==> config.mk <==
export PLATFORM = sky130hd
export DESIGN_NAME = smr_band_unit
export DESIGN_NICKNAME = d
export VERILOG_FILES = /design/src/sv/smr_pkg.sv /design/src/sv/smr_band_unit.sv
export SDC_FILE = /design/constraint.sdc
export NUM_CORES = 2
export LEC_CHECK = 0
export BUFFER_PORTS_ARGS = -buffer_cell sky130_fd_sc_hd__buf_2
export CAP_MARGIN = 10
export CORE_AREA = 2 2 299 301
export DETAILED_ROUTE_END_ITERATION = 8
export DIE_AREA = 0 0 301 303
export HOLD_SLACK_MARGIN = 0.05
export PLACE_DENSITY = 0.67
export SLEW_MARGIN = 0
export SYNTH_ARGS = -nofsm -noshare
export SYNTH_HDL_FRONTEND = slang
export SYNTH_SLANG_ARGS = --single-unit
==> constraint.sdc <==
create_clock -name clk -period 11.2 [get_ports clk]
set_input_delay 1.68 -clock clk [delete_from_list [all_inputs] [get_ports clk]]
set_output_delay 1.68 -clock clk [all_outputs]
set_load 0.01 [all_outputs]
==> src/sv/smr_pkg.sv <==
package smr_pkg;

    localparam int RING_SLOTS_DEF  = 64;
    localparam int ADDR_BITS_DEF   = 32;
    localparam int MAX_CLASSES_DEF = 64;

    localparam int TAG_W  = 32;
    localparam int SZ_W   = 27;
    localparam int SPAN_W = 51;
    localparam int CLS_W  = 7;
    localparam int IDX_W  = 8;
    localparam int DATA_W = 32;
    localparam logic [23:0] SAT24 = 24'hFFFFFF;

    localparam logic [23:0] BASE_RST    = 24'd5000;
    localparam logic [19:0] STEP_RST    = 20'd250;
    localparam logic [6:0]  CLASSES_RST = 7'd21;
    localparam logic [23:0] BPC_RST     = 24'd12695;

    typedef enum logic [IDX_W-1:0] {
        REG_BASE    = 8'd0,
        REG_STEP    = 8'd1,
        REG_CLASSES = 8'd2,
        REG_BPC     = 8'd3
    } reg_idx_t;

    typedef enum logic [2:0] {
        K_HIT    = 3'd0,
        K_BAND   = 3'd1,
        K_FLUSH  = 3'd2,
        K_APPEND = 3'd3,
        K_REJECT = 3'd4
    } kind_t;

    typedef struct packed {
        logic        mode;
        logic [31:0] block_addr;
        logic        request_end;
    } req_t;

    typedef struct packed {
        kind_t       kind;
        logic [5:0]  slot;
        logic [31:0] band_start;
        logic [23:0] band_blocks;
        logic [23:0] in_band_pos;
        logic        last;
        logic        request_done;
    } res_t;

    typedef struct packed {
        logic [23:0] base;
        logic [19:0] step;
        logic [6:0]  classes;
        logic [23:0] bpc;
    } cfg_t;

    typedef struct packed {
        logic            found;
        logic [31:0]     start;
        logic [SZ_W-1:0] size;
    } band_res_t;

    typedef enum logic [1:0] {
        B_IDLE,
        B_MUL,
        B_CMP,
        B_DIV
    } band_state_t;

    typedef enum logic [3:0] {
        S_IDLE,
        S_WB_WAIT,
        S_FL_LEAD,
        S_FL_LEADW,
        S_FL_BWAIT,
        S_FL_CHK,
        S_FL_CMP,
        S_SKIP_FL,
        S_FC_CHK,
        S_FC_CMP,
        S_FC_END,
        S_SKIP_END
    } st_t;

endpackage

==> src/sv/smr_band_unit.sv <==
module smr_band_unit #(
    parameter int MAX_CLASSES = smr_pkg::MAX_CLASSES_DEF
) (
    input  logic                  clk,
    input  logic                  rst_n,
    input  smr_pkg::cfg_t         cfg,
    input  logic                  go,
    input  logic [31:0]           addr,
    output logic                  done,
    output smr_pkg::band_res_t    res
);

    localparam int SZ_W   = smr_pkg::SZ_W;
    localparam int SPAN_W = smr_pkg::SPAN_W;
    localparam int CLS_W  = smr_pkg::CLS_W;
    localparam logic [CLS_W-1:0] MAXC = CLS_W'(MAX_CLASSES);

    smr_pkg::band_state_t state_reg, state_next;
    logic [31:0]       a_reg, a_next;
    logic [SZ_W-1:0]   sz_reg, sz_next;
    logic [SPAN_W-1:0] span_reg, span_next;
    logic [31:0]       total_reg, total_next;
    logic [CLS_W-1:0]  cls_reg, cls_next;
    logic [SZ_W-1:0]   rem_reg, rem_next;
    logic [31:0]       div_reg, div_next;
    logic [4:0]        cnt_reg, cnt_next;
    logic              done_reg, done_next;
    smr_pkg::band_res_t res_reg, res_next;

    logic [CLS_W-1:0]  n_cls;
    logic [SPAN_W:0]   reach;
    logic [SZ_W:0]     trial;
    logic [SZ_W-1:0]   rem_step;

    assign done = done_reg;
    assign res  = res_reg;
    assign n_cls = (cfg.classes > MAXC) ? MAXC : cfg.classes;

    always_ff @(posedge clk or negedge rst_n)
    begin
        if (!rst_n)
        begin
            state_reg <= smr_pkg::B_IDLE;
            done_reg  <= 1'b0;
        end
        else
        begin
            state_reg <= state_next;
            done_reg  <= done_next;
        end
    end

    always_ff @(posedge clk)
    begin
        a_reg     <= a_next;
        sz_reg    <= sz_next;
        span_reg  <= span_next;
        total_reg <= total_next;
        cls_reg   <= cls_next;
        rem_reg   <= rem_next;
        div_reg   <= div_next;
        cnt_reg   <= cnt_next;
        res_reg   <= res_next;
    end

    always_comb
    begin
        state_next = state_reg;
        a_next     = a_reg;
        sz_next    = sz_reg;
        span_next  = span_reg;
        total_next = total_reg;
        cls_next   = cls_reg;
        rem_next   = rem_reg;
        div_next   = div_reg;
        cnt_next   = cnt_reg;
        done_next  = 1'b0;
        res_next   = res_reg;
        reach      = (SPAN_W+1)'(total_reg) + (SPAN_W+1)'(span_reg);
        trial      = {rem_reg, div_reg[31]};
        rem_step   = (trial >= {1'b0, sz_reg}) ? SZ_W'(trial - {1'b0, sz_reg})
                                               : trial[SZ_W-1:0];
        unique case (state_reg)
            smr_pkg::B_IDLE:
            begin
                if (go)
                begin
                    a_next     = addr;
                    sz_next    = SZ_W'(cfg.base);
                    total_next = '0;
                    cls_next   = '0;
                    if (n_cls == '0)
                    begin
                        done_next      = 1'b1;
                        res_next.found = 1'b0;
                    end
                    else
                    begin
                        state_next = smr_pkg::B_MUL;
                    end
                end
            end
            smr_pkg::B_MUL:
            begin
                span_next  = sz_reg * cfg.bpc;
                state_next = smr_pkg::B_CMP;
            end
            smr_pkg::B_CMP:
            begin
                if (reach > (SPAN_W+1)'(a_reg))
                begin
                    if (sz_reg == '0)
                    begin
                        done_next      = 1'b1;
                        res_next.found = 1'b0;
                        state_next     = smr_pkg::B_IDLE;
                    end
                    else
                    begin
                        div_next   = a_reg - total_reg;
                        rem_next   = '0;
                        cnt_next   = '0;
                        state_next = smr_pkg::B_DIV;
                    end
                end
                else
                begin
                    total_next = reach[31:0];
                    cls_next   = cls_reg + 1'b1;
                    sz_next    = sz_reg + SZ_W'(cfg.step);
                    if (cls_reg + 1'b1 == n_cls)
                    begin
                        done_next      = 1'b1;
                        res_next.found = 1'b0;
                        state_next     = smr_pkg::B_IDLE;
                    end
                    else
                    begin
                        state_next = smr_pkg::B_MUL;
                    end
                end
            end
            smr_pkg::B_DIV:
            begin
                rem_next = rem_step;
                div_next = {div_reg[30:0], 1'b0};
                cnt_next = cnt_reg + 1'b1;
                if (cnt_reg == 5'd31)
                begin
                    done_next      = 1'b1;
                    res_next.found = 1'b1;
                    res_next.start = a_reg - 32'(rem_step);
                    res_next.size  = sz_reg;
                    state_next     = smr_pkg::B_IDLE;
                end
            end
            default:
            begin
                state_next = smr_pkg::B_IDLE;
            end
        endcase
    end

endmodule

Yosys cells after proc, flatten, opt, wreduce, memory -nomap -nowiden
Cells that the tools add are included.
{"block": "op_classes", "addsub": 7, "multipliers": 1, "n_lt_le_gt_ge": 3, "eq_ne": 14, "n_mux": 41, "n_reduce_logical": 12}
{"operator": "27-bit 2-to-1 mux", "count": 5}
{"operator": "32-bit 2-to-1 mux", "count": 4}
{"operator": "32-bit case mux with 2 select lines", "count": 2}
{"operator": "27-bit case mux with 2 select lines", "count": 2}
{"operator": "60-bit 2-to-1 mux", "count": 1}
{"operator": "32-bit by 51-bit adder with 52-bit output", "count": 1}
{"operator": "52-bit by 32-bit greater-than comparator with 1-bit output", "count": 1}
{"operator": "27-bit by 24-bit multiplier with 51-bit output", "count": 1}
{"operator": "32-bit by 27-bit subtractor with 32-bit output", "count": 1}
{"operator": "32-bit subtractor", "count": 1}
{"operator": "28-bit by 27-bit greater-or-equal comparator with 1-bit output", "count": 1}
{"operator": "27-bit by 20-bit adder with 27-bit output", "count": 1}
{"operator": "27-bit logical NOT", "count": 1}
{"operator": "27-bit subtractor", "count": 1}
{"operator": "7-bit 2-to-1 mux", "count": 3}
{"operator": "2-bit != test, second input constant", "count": 7}
{"operator": "7-bit case mux with 2 select lines", "count": 1}
{"operator": "1-bit 2-to-1 mux", "count": 12}
{"operator": "2-bit 2-to-1 mux", "count": 5}
{"operator": "5-bit 2-to-1 mux", "count": 2}
{"operator": "5-bit case mux with 2 select lines", "count": 1}
{"operator": "3-bit AND reduction", "count": 3}
{"operator": "2-bit case mux with 4 select lines", "count": 1}
{"operator": "7-bit by 1-bit adder with 7-bit output, second input constant", "count": 1}
{"operator": "14 further kinds", "count": 19}
{"block": "totals", "reg_bits": 276, "in_bits": 110, "out_inout_bits": 61, "elab_cells": 91}

Logic depth before layout (Yosys ltp)
{"block": "logic_depth", "depth_word": 6, "ltp_mapped": 29, "mapped_depth_nobuf": 27}

Worst setup path after synthesis
Ideal clock, no wire load.
{"block": "synth_timing", "kind": "reg2reg", "start": "reg total_reg[0]", "end": "reg cls_reg[0], enable pin", "setup_time_ps": 513, "t_arrival_ps": 8009, "required_ps": 10687, "path_slack_ps": 2677, "stages_incl_launch_ff": 24, "period_less_slack_ps": 8523, "path_cell_list": "edfxtp_1 ha_1 fa_1 a211o_2 a211oi_1 o311a_1 o31ai_1 a21oi_2 o21ai_0 nor2b_1 nor3_1 xnor2_1 ha_1 a21oi_1 nand2_1 a21oi_1 o21ai_0 a211oi_1 nor2_1 nor4_2 nand4_1 or4_4 or2_4 o22ai_1"}
{"block": "synth_via", "elab_chain_cells": 4}
{"element": "from (decl)", "line": "smr_band_unit.sv:22", "text": "logic [31:0] total_reg, total_next;"}
{"element": "from (signal assigned)", "line": "smr_band_unit.sv:58", "text": "total_reg <= total_next;"}
{"element": "32-bit by 51-bit adder with 52-bit output", "line": "smr_band_unit.sv:79", "text": "reach = (SPAN_W+1)'(total_reg) + (SPAN_W+1)'(span_reg);"}
{"element": "named net reach[30]", "line": "smr_band_unit.sv:31", "text": "logic [SPAN_W:0] reach;"}
{"element": "52-bit by 32-bit greater-than comparator with 1-bit output", "line": "smr_band_unit.sv:110", "text": "if (reach > (SPAN_W+1)'(a_reg))"}
{"element": "2-bit != test (no source line)"}
{"element": "3-bit AND reduction (no source line)"}
{"element": "to (signal assigned)", "line": "smr_band_unit.sv:59", "text": "cls_reg <= cls_next;"}
{"element": "to (decl)", "line": "smr_band_unit.sv:23", "text": "logic [CLS_W-1:0] cls_reg, cls_next;"}
The timed path passes the listed nets, and every way through them passes these cells.
A chain may end at the register's enable or synchronous reset.

Final worst setup path
{"block": "layout_timing", "start": "in cfg[3] (netlist name)", "end": "reg span_reg[47], data pin"}
{"block": "layout_via", "elab_chain_cells": 1}
{"element": "from (decl)", "line": "smr_band_unit.sv:6", "text": "input smr_pkg::cfg_t cfg,"}
{"element": "27-bit by 24-bit multiplier with 51-bit output", "line": "smr_band_unit.sv:105", "text": "span_next = sz_reg * cfg.bpc;"}
{"element": "to (signal assigned)", "line": "smr_band_unit.sv:57", "text": "span_reg <= span_next;"}
{"element": "to (decl)", "line": "smr_band_unit.sv:21", "text": "logic [SPAN_W-1:0] span_reg, span_next;"}
No other way between the ends.

==> impl_metrics.py <==
metrics = {
    "floorplanning": {
        "die_height_um": 303,
        "die_x_um": 301,
        "io_pins": 171,
        "floorplan.die_area_mm2": 0.0912,
        "start_util_pct": 44.5,
        "fp-row-count": 109,
        "coreArea_mm2": 0.0880,
    },
    "route": {
        "drtIter0Drc": 2294,
        "drtAntennaViolNets": 0,
        "drc": 0,
        "dr.pass1.iters": 6,
        "routedWlPerCell_um": 19.5,
        "drt_wl_total_um": 106000,
        "vias": 29600,
        "viasPerCell": 5.43,
    },
    "status": {
        "status": "finished clean",
    },
    "setup_path": {
        "reg2reg_to": "total_reg[28]$_SDFFCE_PP0P_",
        "worstPathCellList": "buf_2 > nand2_1 > fa_1 > inv_1 > fa_1 > inv_1 > fa_1 > inv_1 > fa_1 > fa_1 > fa_1 > inv_1 > fa_1 > inv_1 > ha_1 > nand4_1 > a211oi_1 > o21ai_0 > o31ai_1 > a2bb2oi_1 > a311oi_1 > or2_2 > a311oi_1 > xor2_1",
        "rr_worst_depth": 24,
        "cp-end-kind": "flop",
        "crit_start": "cfg[3]",
        "startpoint_type": "primary input",
        "cp.depth": 24,
        "critPathMaxStageDelay_ns": 0.56,
        "worst_path_max_delay_cell": "fa_1",
        "path_buf_inv": 6,
        "worstPathMaxFanout": 27,
        "cp-endpoint": "span_reg[47]$_DFFE_PN_",
        "cp.arrival_ns": 9.12,
        "r2r_slack_ns": 3.05,
        "r2r_start": "total_reg[0]$_SDFFCE_PP0P_",
        "critical_path.top_delay_family": "adder cells",
        "critPathKind": "primary input to flop",
        "cp.required_ns": 11.47,
        "crit_top_cell": "fa_1",
    },
    "clock_tree": {
        "clk_pin_slew_worst_paths_ns": 0.06,
        "clk_latency_ns": 0.56,
        "holdBufCountCts": 0,
        "post_cts_buffers": 0,
        "cts_root_buffer": "clkbuf_16",
        "cts_made_buffers": 34,
        "cts.sinks": 276,
        "cts_resized": 0,
        "htree_num_levels": 2,
        "tritoncts": "yes",
        "clockBufferDepth": 3,
    },
    "power": {
        "ir_drop_mv": 0.593,
        "pwr_density_cell_mw_per_mm2": 303,
        "cellLeakagePower_nw": 19.9,
    },
    "min_path": {
        "hold_class": "flop to flop",
    },
    "global_route": {
        "gr-total-overflow": 0,
        "antenna_found_initial": 3,
        "grt_pass1_wl_um": 170000,
        "grt_usage_pct": 24.0,
        "grt_max_degree": 65,
        "grt_pass1_vias": 30800,
    },
    "finish": {
        "final_nets": 5269,
        "largest_register_ffs": 60,
        "syn2layout_area_growth_pct": 8.18,
        "layout-drive-gt1-share_pct": 7.29,
        "fin_area_mm2": 0.0424,
    },
    "sta": {
        "slew_violations": 0,
        "tightest_slew_ns": 1.04,
        "relSlewSlack_pct": 30.7,
        "grt_setup_unrepaired": "false",
        "hold_viol": 0,
        "fin_skew_ns": 0.0297,
        "fin_setup_tns_ns": 0,
        "whs_ns": 0.448,
        "setup_violations": 0,
        "fin_crit_ns": 8.84,
        "max_freq_ghz": 0.113,
        "finalCritPeriodShare_pct": 78.9,
    },
    "synth": {
        "synth_compound_area_share_pct": 10.1,
        "ys_seq_area_share_pct": 21.1,
        "ys.flop_type": "edfxtp_1",
        "synthAdderAreaFrac_pct": 39.4,
        "synth_top_family_by_area": "adder cells",
        "ys_ff_latch": 276,
        "synth-edff-count": 273,
        "yosysTopAreaCellShare_pct": 28.3,
        "async_reset_ff_share_pct": 1.09,
        "syn_area_mm2": 0.0392,
        "yosysTopAreaCell": "fa_1",
        "syn_nets": 5183,
        "synth_warnings": 0,
        "synthMuxAreaShare_pct": 0.441,
        "synth_xor_area_share_pct": 3.87,
        "ys_types": 90,
        "avgSynthCellArea_um2": 9.40,
        "synthCells": 4171,
        "yosys-top-cells-area": "fa_1, edfxtp_1, ha_1",
        "synth-simple-area-share_pct": 16.5,
    },
    "run": {
        "drv_cap": 0,
    },
    "placed_design": {
        "post_dp_cell_area_mm2": 0.0412,
        "globalplace.congestion": 0.932,
        "dp_hpwl_um": 82200,
        "port_buffers": 170,
    },
}
[area by class of cell]
class                      count  area [um^2]
tap                         1165         1460
fill                        8237        45600
antenna                        1         2.50
timing repair buffer         208         1140
sequential                   276         8270
clock buffer                  38          866
multi-input combinational   3010        27600
inverter                     727         2730
clock inverter                23          303
[routing by layer]
metal / wire length, um / global-route usage, % / up-vias
li1: - / - / 13700
met5: 16 / 0 / -
met2: 51900 / 41.8 / 938
met4: 4410 / 9.18 / 2
met1: 44600 / 30.9 / 14700
met3: 5430 / 2.46 / 228
[through the flow]
stage,setup WS [ns],power [mW],util [%],cells
after floorplan,2.68,9.07,-,4171
after global placement,2.03,11.5,46.9,5386
after detailed placement,1.89,11.6,46.9,5386
after CTS,2.40,12.9,48.2,5447
after global routing,1.95,14.2,48.2,5447
final,2.36,12.8,48.2,5448
[cell usage in the layout (no fill, tap or decap), drive strengths merged, types with 8 or more instances in the layout]
cell	count
nand2	459
edfxtp	273
nand3	50
fa	553
o211ai	14
a31oi	20
a211oi	28
mux2i	15
and3	31
clkbuf	38
buf	208
nor2b	25
clkinv	9
nor3	46
o21a	33
and4	8
nor2	190
o31ai	15
o21ai	131
and2	385
a21boi	11
o21bai	23
a21o	62
o31a	13
a21oi	190
or2	11
inv	733
nand4	29
nand2b	24
xnor2	109
xor2	64
ha	349
or3	11
nor4	11
[synth_stat cells, types with 5 or more instances]
cell type    n
nand3_1     50
mux2i_1     15
or3_1       11
nor4_1      10
nand3b_1     5
nand2_1    459
nor2_1     190
a21boi_0    11
a211o_1      5
edfxtp_1   273
a31oi_1     20
clkbuf_1   154
and4_1       6
xor2_1      64
o41ai_1      6
a211oi_1    28
a21oi_1    189
xnor2_1    109
a41oi_1      6
o2111ai_1    5
or2_2        9
o21a_1      32
o31ai_1     14
o21bai_1    23
inv_1      727
nor2b_1     25
a221o_1      5
nand4_1     29
and3_1      28
o211ai_1    14
and2_1     383
nor3_1      46
nand2b_1    24
o31a_1      12
a21o_1      60
fa_1       553
ha_1       349
o21ai_0    129
nor3b_1      5
o311a_1      5
[report_power, final]
group	internal (mW)	switching [mW]
clock network	0.704	0.462
logic	3.93	5.74
registers	1.86	0.135
[cell families after synthesis]
family                   count (synthesis)
adder cells (fa/ha/maj)                902
AND/OR/NAND/NOR                       1302
flip-flops                             276
AO/OA/AOI/OAI                          616
buffers and inverters                  885
multiplexers                            17
XOR/XNOR                               173
[worst min-delay path by stage]
stage	slack, ns	startpoint	end	cells after the start
2_1_floorplan	0.42	sz_reg[20]$_DFFE_PP_	res[20]$_DFFE_PP_	0
3_3_place_gp	0.43	sz_reg[5]$_DFFE_PP_	res[5]$_DFFE_PP_	0
3_5_place_dp	0.43	sz_reg[5]$_DFFE_PP_	res[5]$_DFFE_PP_	0
4_1_cts	0.45	sz_reg[5]$_DFFE_PP_	res[5]$_DFFE_PP_	0
5_1_grt	0.46	sz_reg[25]$_SDFFCE_PP0P_	res[25]$_DFFE_PP_	0
6_report	0.45	sz_reg[5]$_DFFE_PP_	res[5]$_DFFE_PP_	0
No activity file was read; power rests on OpenSTA's default activity.
